`config.mk`:
```
export PLATFORM = sky130hd
export DESIGN_NAME = stepper_rotor_sync_state_machine_flat
export DESIGN_NICKNAME = d
export VERILOG_FILES = /design/src/design/srs_pkg.sv /design/src/design/srs_if.sv /design/src/design/srs_step.sv /design/src/design/stepper_rotor_sync_state_machine.sv /design/src/flat_wrapper.sv
export SDC_FILE = /design/constraint.sdc
export NUM_CORES = 1
export LEC_CHECK = 0
export BUFFER_PORTS_ARGS = -buffer_cell sky130_fd_sc_hd__buf_4
export CORE_ASPECT_RATIO = 2
export CORE_MARGIN = 8
export CORE_UTILIZATION = 40
export CTS_BUF_LIST = sky130_fd_sc_hd__clkbuf_8 sky130_fd_sc_hd__clkbuf_16
export DETAILED_ROUTE_END_ITERATION = 10
export PLACE_DENSITY = 0.7
export SETUP_SLACK_MARGIN = 0.15
export SLEW_MARGIN = 5
export SYNTH_ARGS = -nofsm -noshare
export SYNTH_HDL_FRONTEND = slang
export SYNTH_SLANG_ARGS = --single-unit
```
`constraint.sdc`:
```
create_clock -name clock -period 6.34 [get_ports clock]
set_input_delay 0.634 -clock clock [delete_from_list [all_inputs] [get_ports clock]]
set_output_delay 0.634 -clock clock [all_outputs]
set_load 0.005 [all_outputs]
```
`src/design/srs_pkg.sv`:
```
package srs_pkg;

   // Tracker states
   localparam logic [2:0] ST_BEHIND = 3'd0;
   localparam logic [2:0] ST_AHEAD  = 3'd1;
   localparam logic [2:0] ST_LOCKED = 3'd2;
   localparam logic [2:0] ST_SLEW   = 3'd3;
   localparam logic [2:0] ST_HOLD   = 3'd4;

   // Pass kinds
   localparam logic OP_COMPARE = 1'b0;
   localparam logic OP_SM_ONLY = 1'b1;

   // Waveform driver modes
   localparam logic [2:0] CMD_NONE  = 3'd0;
   localparam logic [2:0] CMD_MODE1 = 3'd1;
   localparam logic [2:0] CMD_MODE2 = 3'd2;
   localparam logic [2:0] CMD_MODE3 = 3'd3;
   localparam logic [2:0] CMD_MODE4 = 3'd4;

   // Waveform codes (6-bit)
   localparam logic [5:0] CODE_NONE = 6'd0;
   localparam logic [5:0] CODE_HOLD = 6'd4;
   localparam logic [5:0] CODE_ODD  = 6'd8;
   localparam logic [5:0] CODE_WIDE = 6'h10;
   localparam logic [5:0] CODE_EVEN = 6'h30;

   // Position thresholds
   localparam logic [7:0] POS_LIMIT  = 8'd5;
   localparam logic [8:0] POS_MARGIN = 9'd2;

   typedef struct packed {
      logic       opcode;
      logic [7:0] old_position;
      logic [7:0] new_position;
      logic [7:0] step_value;
   } srs_req_type;

   typedef struct packed {
      logic [2:0] tracker_state;
      logic [2:0] wave_command;
      logic [5:0] wave_code;
      logic       capture_valid;
      logic [7:0] capture_value;
   } srs_rsp_type;

endpackage

```
`src/design/srs_if.sv`:
```
// Request channel: one tracker pass per transaction.
interface srs_req_if;
   logic       valid;
   logic       ready;
   logic       opcode;
   logic [7:0] old_position;
   logic [7:0] new_position;
   logic [7:0] step_value;

   modport source (output valid, opcode, old_position, new_position, step_value,
                   input ready);
   modport sink   (input valid, opcode, old_position, new_position, step_value,
                   output ready);
endinterface

// Response channel: one result per pass.
interface srs_rsp_if;
   logic       valid;
   logic       ready;
   logic [2:0] tracker_state;
   logic [2:0] wave_command;
   logic [5:0] wave_code;
   logic       capture_valid;
   logic [7:0] capture_value;

   modport source (output valid, tracker_state, wave_command, wave_code,
                   capture_valid, capture_value,
                   input ready);
   modport sink   (input valid, tracker_state, wave_command, wave_code,
                   capture_valid, capture_value,
                   output ready);
endinterface

```
`src/design/srs_step.sv`:
```
// Next-state and waveform decode for one tracker pass.
module srs_step
   import srs_pkg::*;
(
   input  logic [2:0]  state_cur,
   input  srs_req_type pass_in,
   output logic [2:0]  state_nxt,
   output srs_rsp_type result
);

   logic       pos_gt;
   logic       pos_eq;
   logic       odd;
   logic       npos_zero;
   logic       npos_far;
   logic       opos_near;
   logic       margin_ok;
   logic       flag;
   logic [2:0] cur;
   logic [2:0] nxt;

   // Position compares
   assign pos_gt    = pass_in.old_position > pass_in.new_position;
   assign pos_eq    = pass_in.old_position == pass_in.new_position;
   assign odd       = pass_in.step_value[0];
   assign npos_zero = pass_in.new_position == 8'd0;
   assign npos_far  = pass_in.new_position >= POS_LIMIT;
   assign opos_near = pass_in.old_position < POS_LIMIT;
   // old - 2 >= new, with old below two counting as negative
   assign margin_ok = {1'b0, pass_in.old_position} >= ({1'b0, pass_in.new_position} + POS_MARGIN);

   // Compare stage (compare passes only), then transition rules
   always_comb begin
      cur  = state_cur;
      flag = 1'b0;
      if (pass_in.opcode == OP_COMPARE) begin
         if (pos_gt) begin
            cur = ST_BEHIND;
         end else if (pos_eq) begin
            cur  = ST_LOCKED;
            flag = 1'b1;
         end else begin
            cur = ST_AHEAD;
         end
      end
      nxt = cur;
      unique case (cur)
         ST_BEHIND: begin
            if (pos_gt || pos_eq) begin
               if (pos_eq && !odd) begin
                  nxt  = ST_LOCKED;
                  flag = 1'b1;
               end
            end else if (!odd) begin
               nxt = ST_SLEW;
            end
         end
         ST_AHEAD: begin
            if (pos_gt) begin
               if (!odd || npos_zero) nxt = ST_SLEW;
            end else if (pos_eq) begin
               if (!odd || npos_zero) begin
                  if (npos_far) begin
                     nxt = ST_HOLD;
                  end else begin
                     nxt  = ST_LOCKED;
                     flag = 1'b1;
                  end
               end
            end
         end
         ST_LOCKED: begin
            if (pos_gt) nxt = ST_BEHIND;
            else if (!pos_eq) nxt = ST_AHEAD;
         end
         ST_SLEW: begin
            if (pos_gt) begin
               nxt = ST_BEHIND;
            end else if (!pos_eq) begin
               nxt = ST_AHEAD;
            end else begin
               nxt  = ST_LOCKED;
               flag = 1'b1;
            end
         end
         ST_HOLD: begin
            if (!odd) begin
               // near-zero old position overrides the slew rule
               if (opos_near) begin
                  nxt  = ST_LOCKED;
                  flag = 1'b1;
               end else if (margin_ok) begin
                  nxt = ST_SLEW;
               end
            end
         end
         default: nxt = cur;
      endcase
   end

   assign state_nxt = nxt;

   // Waveform command, code and capture from the new state
   always_comb begin
      result               = '0;
      result.tracker_state = nxt;
      unique case (nxt)
         ST_BEHIND: begin
            result.wave_command = CMD_MODE2;
            result.wave_code    = CODE_WIDE;
         end
         ST_AHEAD, ST_HOLD: begin
            if (npos_far) begin
               result.wave_command = CMD_MODE3;
               result.wave_code    = CODE_WIDE;
            end else begin
               result.wave_command = CMD_MODE1;
               result.wave_code    = odd ? CODE_ODD : CODE_EVEN;
            end
         end
         ST_LOCKED: begin
            if (flag && npos_zero) begin
               result.capture_valid = 1'b1;
               result.capture_value = pass_in.step_value;
            end else begin
               result.wave_command = CMD_MODE4;
            end
            result.wave_code = CODE_HOLD;
         end
         ST_SLEW: begin
            result.wave_command = CMD_NONE;
            result.wave_code    = CODE_EVEN;
         end
         default: begin
            result.wave_command = CMD_NONE;
            result.wave_code    = CODE_NONE;
         end
      endcase
   end

endmodule

```
`src/design/stepper_rotor_sync_state_machine.sv`:
```
// A pass goes through the input register, then the response register.
// Throughput: one pass per cycle while the response side is not stalled; the tracker
// state register closes its loop between the input register and the response register,
// loading on the same edge as the response register.
// Reset (synchronous, active high) clears the tracker state to 0 and empties
// both the input and response registers.
module stepper_rotor_sync_state_machine
   import srs_pkg::*;
(
   input logic       clock,
   input logic       reset,
   srs_req_if.sink   req,
   srs_rsp_if.source rsp
);

   logic        in_valid_ff;
   logic        in_valid_in;
   srs_req_type in_data_ff;
   logic        out_valid_ff;
   logic        out_valid_in;
   srs_rsp_type out_data_ff;
   logic [2:0]  state_ff;
   logic [2:0]  state_in;
   srs_rsp_type result;
   logic        advance;
   logic        req_take;

   // Handshake: input stage moves when the response register is free or draining
   assign advance  = in_valid_ff && (!out_valid_ff || rsp.ready);
   assign req.ready = !in_valid_ff || advance;
   assign req_take = req.valid && req.ready;

   srs_step u_step (
      .state_cur (state_ff),
      .pass_in   (in_data_ff),
      .state_nxt (state_in),
      .result    (result)
   );

   // Input register
   assign in_valid_in = req_take || (in_valid_ff && !advance);

   always_ff @(posedge clock) begin
      if (reset) begin
         in_valid_ff <= 1'b0;
      end else begin
         in_valid_ff <= in_valid_in;
      end
   end

   always_ff @(posedge clock) begin
      if (req_take) begin
         in_data_ff.opcode       <= req.opcode;
         in_data_ff.old_position <= req.old_position;
         in_data_ff.new_position <= req.new_position;
         in_data_ff.step_value   <= req.step_value;
      end
   end

   // Tracker state and response register
   assign out_valid_in = advance || (out_valid_ff && !rsp.ready);

   always_ff @(posedge clock) begin
      if (reset) begin
         out_valid_ff <= 1'b0;
         state_ff     <= ST_BEHIND;
      end else begin
         out_valid_ff <= out_valid_in;
         if (advance) state_ff <= state_in;
      end
   end

   always_ff @(posedge clock) begin
      if (advance) out_data_ff <= result;
   end

   assign rsp.valid         = out_valid_ff;
   assign rsp.tracker_state = out_data_ff.tracker_state;
   assign rsp.wave_command  = out_data_ff.wave_command;
   assign rsp.wave_code     = out_data_ff.wave_code;
   assign rsp.capture_valid = out_data_ff.capture_valid;
   assign rsp.capture_value = out_data_ff.capture_value;

endmodule

```
`src/flat_wrapper.sv`:
```
// flat-port wrapper written by rule: the top's interface ports become plain ports
module stepper_rotor_sync_state_machine_flat import srs_pkg::*;
  (clock, reset, req_valid, req_opcode, req_old_position, req_new_position, req_step_value, req_ready, rsp_valid, rsp_tracker_state, rsp_wave_command, rsp_wave_code, rsp_capture_valid, rsp_capture_value, rsp_ready);
  srs_req_if req_i ();
  srs_rsp_if rsp_i ();
  input logic clock;
  input logic reset;
  input wire logic [$bits(req_i.valid)-1:0] req_valid;
  input wire logic [$bits(req_i.opcode)-1:0] req_opcode;
  input wire logic [$bits(req_i.old_position)-1:0] req_old_position;
  input wire logic [$bits(req_i.new_position)-1:0] req_new_position;
  input wire logic [$bits(req_i.step_value)-1:0] req_step_value;
  output wire logic [$bits(req_i.ready)-1:0] req_ready;
  output wire logic [$bits(rsp_i.valid)-1:0] rsp_valid;
  output wire logic [$bits(rsp_i.tracker_state)-1:0] rsp_tracker_state;
  output wire logic [$bits(rsp_i.wave_command)-1:0] rsp_wave_command;
  output wire logic [$bits(rsp_i.wave_code)-1:0] rsp_wave_code;
  output wire logic [$bits(rsp_i.capture_valid)-1:0] rsp_capture_valid;
  output wire logic [$bits(rsp_i.capture_value)-1:0] rsp_capture_value;
  input wire logic [$bits(rsp_i.ready)-1:0] rsp_ready;
  assign req_i.valid = req_valid;
  assign req_i.opcode = req_opcode;
  assign req_i.old_position = req_old_position;
  assign req_i.new_position = req_new_position;
  assign req_i.step_value = req_step_value;
  assign req_ready = req_i.ready;
  assign rsp_valid = rsp_i.valid;
  assign rsp_tracker_state = rsp_i.tracker_state;
  assign rsp_wave_command = rsp_i.wave_command;
  assign rsp_wave_code = rsp_i.wave_code;
  assign rsp_capture_valid = rsp_i.capture_valid;
  assign rsp_capture_value = rsp_i.capture_value;
  assign rsp_i.ready = rsp_ready;
  stepper_rotor_sync_state_machine u_core (.clock(clock), .reset(reset), .req(req_i), .rsp(rsp_i));
endmodule
```
Word level (Yosys, flattened, before mapping)
Cells that the tools add are included.
- muxes and demuxes: 36
- $add $sub $neg: 1
- $lt $le $gt $ge: 4
- equality and inequality tests: 9
- reductions and logical operators: 22
- operators by type and width (operator ; count):
    2-to-1 mux 3 bit ; 15
    case mux 9 bit (4 select lines) ; 1
    case mux 3 bit (5 select lines) ; 1
    2-to-1 mux 1 bit ; 13
    == test 3 x 2 -> 1 bit, second input constant ; 4
    adder 8 x 2 -> 9 bit, second input constant ; 1
    >= comparator 8 x 9 -> 1 bit ; 1
    2-to-1 mux 9 bit ; 1
    == test 8 bit ; 1
    >= comparator 8 x 3 -> 1 bit, second input constant ; 1
    > comparator 8 bit ; 1
    logical NOT 8 bit ; 1
    < comparator 8 x 3 -> 1 bit, second input constant ; 1
    2-to-1 mux 8 bit ; 1
    == test 3 x 1 -> 1 bit, second input constant ; 2
    == test 3 bit, second input constant ; 2
    logical AND 1 bit ; 6
    logical NOT 3 bit ; 2
    logical OR 1 bit ; 6
    2-to-1 mux 6 bit ; 1
    logical NOT 1 bit ; 5
    2-to-1 mux 2 bit ; 2
    case mux 1 bit (4 select lines) ; 1
    AND reduction 2 bit ; 1
    OR reduction 2 bit ; 1
- register bits: 51
- output and inout bits: 23
- input port bits: 29

Logic depth before layout (Yosys ltp)
- depth in word-level cells: 12
- mapped depth: 13

Modules after synthesis
A second synthesis with hierarchy kept.
- cells, all modules: 225
- area total of the unflattened synthesis: 2717.6 um^2
- by module, submodules not included (module ; area an instance (um^2) ; cells each ; times used):
    stepper_rotor_sync_state_machine ; 1607.8 ; 69 ; 1
    srs_step ; 1109.8 ; 156 ; 1

Least setup slack after synthesis
OpenSTA, ideal clock, no wires.
- path kind: flip-flop to flip-flop
- start: reg u_core.in_data_ff[12] in the netlist's numbering
- end: reg u_core.out_data_ff, in the netlist u_core.rsp.wave_code[3] (data pin)
- stages on the path, launching flop included: 14
- data required time: 6.085 ns
- path buffers: 1
- setup time: 0.255 ns
- arrival time: 2.659 ns
- setup slack: 3.426 ns
- cell sequence: edfxtp_1 > and3_1 > and2_1 > nand2_1 > xnor2_1 > ha_1 > a21oi_1 > nand2_1 > a211oi_1 > nor4_1 > o311a_1 > buf_6 > o211a_1 > and3_1
- RTL lines (element ; RTL line ; source):
    start, declared ; stepper_rotor_sync_state_machine.sv:18 ; srs_req_type in_data_ff;
    end signal, assigned ; stepper_rotor_sync_state_machine.sv:74 ; if (advance) out_data_ff <= result;
    end, declared ; stepper_rotor_sync_state_machine.sv:21 ; srs_rsp_type out_data_ff;

==> results.sh <==
export IMPL_fin_ws_ns=3.21
export IMPL_grt_ovfl_total=0
export IMPL_async_reset_ff_share_pct=0
export IMPL_critPathKind="reg -> reg"
export IMPL_max_cap_viol_count=0
export IMPL_power_mw=0.721
export IMPL_hp_class="reg -> reg"
export IMPL_synth_seq_cells=49
export IMPL_routed_wl_mm=5.12
export IMPL_route_detailed_drc=0
export IMPL_grt_pass1_vias=1779
export IMPL_synth_compound_area_share_pct=12.7
export IMPL_hold_violations=0
export IMPL_power_density_nw_per_um2=237
export IMPL_cts_resized=0
export IMPL_synth_simple_area_share_pct=15.2
export IMPL_cts_clk_slew_worst_paths_ns=0.06
export IMPL_yosysUniqueCellTypes=42
export IMPL_cts_sinks=49
export IMPL_clock_latency_ns=0.28
export IMPL_cp_required_ns=6.38
export IMPL_slew_limit_headroom_pct=25.6
export IMPL_place_ws_ns=3.21
export IMPL_grt_util_met2_pct=19.5
export IMPL_grt_pass1_wl_mm=8.35
export IMPL_ir_drop_mv=0.167
export IMPL_busiest_layer="met2"
export IMPL_setup_viol=0
export IMPL_areaGrowthSynthToFinish_pct=21.8
export IMPL_syn_inst=209
export IMPL_synth_top_family_by_area="simple AND/OR/NAND/NOR gates"
export IMPL_start_util_pct=40.6
export IMPL_core_area_um2=6160
export IMPL_synth_area_leaders="edfxtp_1 53%, ha_1 8.0%, dfxtp_1 4.0%"
export IMPL_ys_flop_type="edfxtp_1"
export IMPL_yosys_mux_area_fraction_pct=1.25
export IMPL_drive_gt1_share_pct=25.6
export IMPL_final_period_utilization_pct=49.4
export IMPL_final_area_um2=3050
export IMPL_track_usage_pct=11.5
export IMPL_place_congestion=0.862
export IMPL_dr_pass1_iters=4
export IMPL_met3_usage_pct=3.61
export IMPL_fin_util_pct=49.5
export IMPL_cts_tree="built"
export IMPL_drt_iter0_drc=125
export IMPL_io_buffer_count=49
export IMPL_cts_max_level=2
export IMPL_worstMarginPinSlew_ns=1.12
export IMPL_p_leak_nw=1.23
export IMPL_instances_no_fill=322
export IMPL_die_height_um=128
export IMPL_vias_per_cell=5.57
export IMPL_skew_ns=0.00354
export IMPL_ff2ff_path_depth=12
export IMPL_slew_violations=0
export IMPL_multi_input_area_um2=982
export IMPL_synth_edf_count=44
export IMPL_placedCellCount=314
export IMPL_synth_area_um2=2500
export IMPL_crit_fanout=8
export IMPL_fin_nets=302
export IMPL_ys_warn_count=0
export IMPL_grt_max_degree=26
export IMPL_antenna_found_initial=0
export IMPL_holdCritStartpoint="u_core.in_valid_ff$_SDFF_PP0_"
export IMPL_drt_wirelength_per_cell_um=15.9
export IMPL_post_dp_cell_area_um2=2900
export IMPL_io_pins=52
export IMPL_die_area_um2=9190
export IMPL_tns_ns=0
export IMPL_row_count=41
export IMPL_min_to="u_core.rsp.valid$_SDFF_PP0_"
export IMPL_root_buffer="clkbuf_16"
export IMPL_fillers=560
export IMPL_rsz0062_at_grt="no"
export IMPL_via_count=1792
export IMPL_fin_crit_ns=3.13
export IMPL_rr_startpoint="u_core.in_data_ff[13]$_DFFE_PP_"
export IMPL_antenna_cells=0
export IMPL_cts_max_path_buffers=2
export IMPL_yosysSeqAreaShare_pct=56.8
export IMPL_synth_top_cell_area_share_pct=52.8
export IMPL_outcome="finished clean"
export IMPL_endpoint_kind="flop"
export IMPL_yosys_area_share_adder_pct=8.00
export IMPL_route_antenna_remaining_nets=0
export IMPL_syn_mean_instance_area_um2=12.0
export IMPL_critPathLaunchType="flop"
export IMPL_post_cts_buffers=0
export IMPL_cts_hold_buf=0
export IMPL_use_met1_pct=11.7
export IMPL_synth_top_cell_by_area="edfxtp_1"
export IMPL_fin_hold_ws_ns=0.515
export IMPL_r2r_end="u_core.rsp.wave_code[3]$_DFFE_PP_"
export IMPL_synth_xor_area_share_pct=1.75
export IMPL_r2r_slack_ns=3.21
export IMPL_hpwl_mm=3.99
export IMPL_register_area_um2=1420
export IMPL_cp_arrival_ns=3.17
export IMPL_cts_buffers=5
export IMPL_hold_depth=2
export IMPL_fp_dieW_um=71.9
export IMPL_fmax_mhz=319
-- power by group --
part / switching [mW] / total, mW / internal (mW)
sequential: 0.0143 / 0.385 / 0.371
combinational: 0.0420 / 0.0835 / 0.0415
clock: 0.108 / 0.253 / 0.145
total: 0.164 / 0.721 / 0.557
-- cell type report --
cell class,instances,share of cell area (%)
multi-input combinational,138,32.2
timing repair buffer,49,12.1
clock inverter,3,0.575
inverter,14,1.72
clock buffer,5,4.11
sequential,49,46.7
tap,64,2.63
-- critical path, stage by stage (launching register included) --
cell	delay, ns
edfxtp_1	0.44
and3_1	0.22
and2_1	0.16
nand2_1	0.08
xnor2_1	0.11
ha_1	0.28
a21oi_1	0.17
nand2_1	0.07
a211oi_1	0.32
nor4_1	0.11
o311a_1	0.47
o211a_1	0.29
and3_1	0.18
-- sequential cells by signal (all words and copies together) (netlist names) --
name / count
u_core.rsp.valid: 1
u_core.rsp.capture_valid: 1
u_core.rsp.tracker_state: 3
u_core.rsp.wave_code: 4
u_core.in_valid_ff: 1
u_core.rsp.capture_value: 8
u_core.rsp.wave_command: 3
u_core.in_data_ff: 25
u_core.state_ff: 3
-- how the worst max path moves through the flow --
stage / cells past startpoint / start / endpoint
2_1_floorplan: 13 / u_core.in_data_ff[12]$_DFFE_PP_ / u_core.rsp.wave_code[3]$_DFFE_PP_
3_3_place_gp: 12 / u_core.in_data_ff[12]$_DFFE_PP_ / u_core.rsp.wave_code[3]$_DFFE_PP_
3_5_place_dp: 12 / u_core.in_data_ff[13]$_DFFE_PP_ / u_core.rsp.wave_code[3]$_DFFE_PP_
4_1_cts: 12 / u_core.in_data_ff[13]$_DFFE_PP_ / u_core.rsp.wave_code[3]$_DFFE_PP_
5_1_grt: 13 / u_core.in_data_ff[12]$_DFFE_PP_ / u_core.rsp.wave_command[0]$_DFFE_PP_
6_report: 12 / u_core.in_data_ff[13]$_DFFE_PP_ / u_core.rsp.wave_code[3]$_DFFE_PP_
-- cell usage in the layout (no fill, tap or decap), types with 3 or more instances in the layout --
cell type | synthesis | final
a211oi_1 | 4 | 4
a21oi_1 | 9 | 9
nand3_1 | 10 | 10
buf_4 | 2 | 49
nand2_1 | 11 | 11
edfxtp_1 | 44 | 44
o211a_1 | 3 | 3
o21ai_0 | 9 | 9
nor2_1 | 15 | 15
nor2b_1 | 4 | 3
inv_1 | 14 | 14
dfxtp_1 | 5 | 5
xnor2_1 | 5 | 5
and2_1 | 10 | 10
nor3_1 | 4 | 4
clkbuf_16 | 0 | 5
and3_1 | 5 | 5
nand4_1 | 3 | 3
a31oi_1 | 3 | 3
ha_1 | 16 | 16
-- cells in the mapped netlist (2+ instances only) --
library cell	instances
edfxtp_1	44
ha_1	16
nor2_1	15
inv_1	14
nand2_1	11
and2_1	10
nand3_1	10
a21oi_1	9
o21ai_0	9
and3_1	5
dfxtp_1	5
xnor2_1	5
a211oi_1	4
clkbuf_1	4
nor2b_1	4
nor3_1	4
a31oi_1	3
nand4_1	3
o211a_1	3
a211oi_2	2
buf_2	2
buf_4	2
mux2i_1	2
nand2b_1	2
nor4_1	2
o22ai_1	2
o31ai_1	2
-- per-layer routing --
metal | vias up | wire length [µm]
met5 | - | 0
met3 | 17 | 374
met4 | 0 | 210
met2 | 67 | 2570
met1 | 840 | 1970
li1 | 868 | -
-- logic make-up after synthesis --
kind of cell | Yosys count
flops | 49
buf+inv | 23
fa+ha+maj | 16
other cells | 1
mux | 3
simple gates | 70
compound gates | 42
xor+xnor | 5
Note: power is estimated with default switching activity, not from simulation.
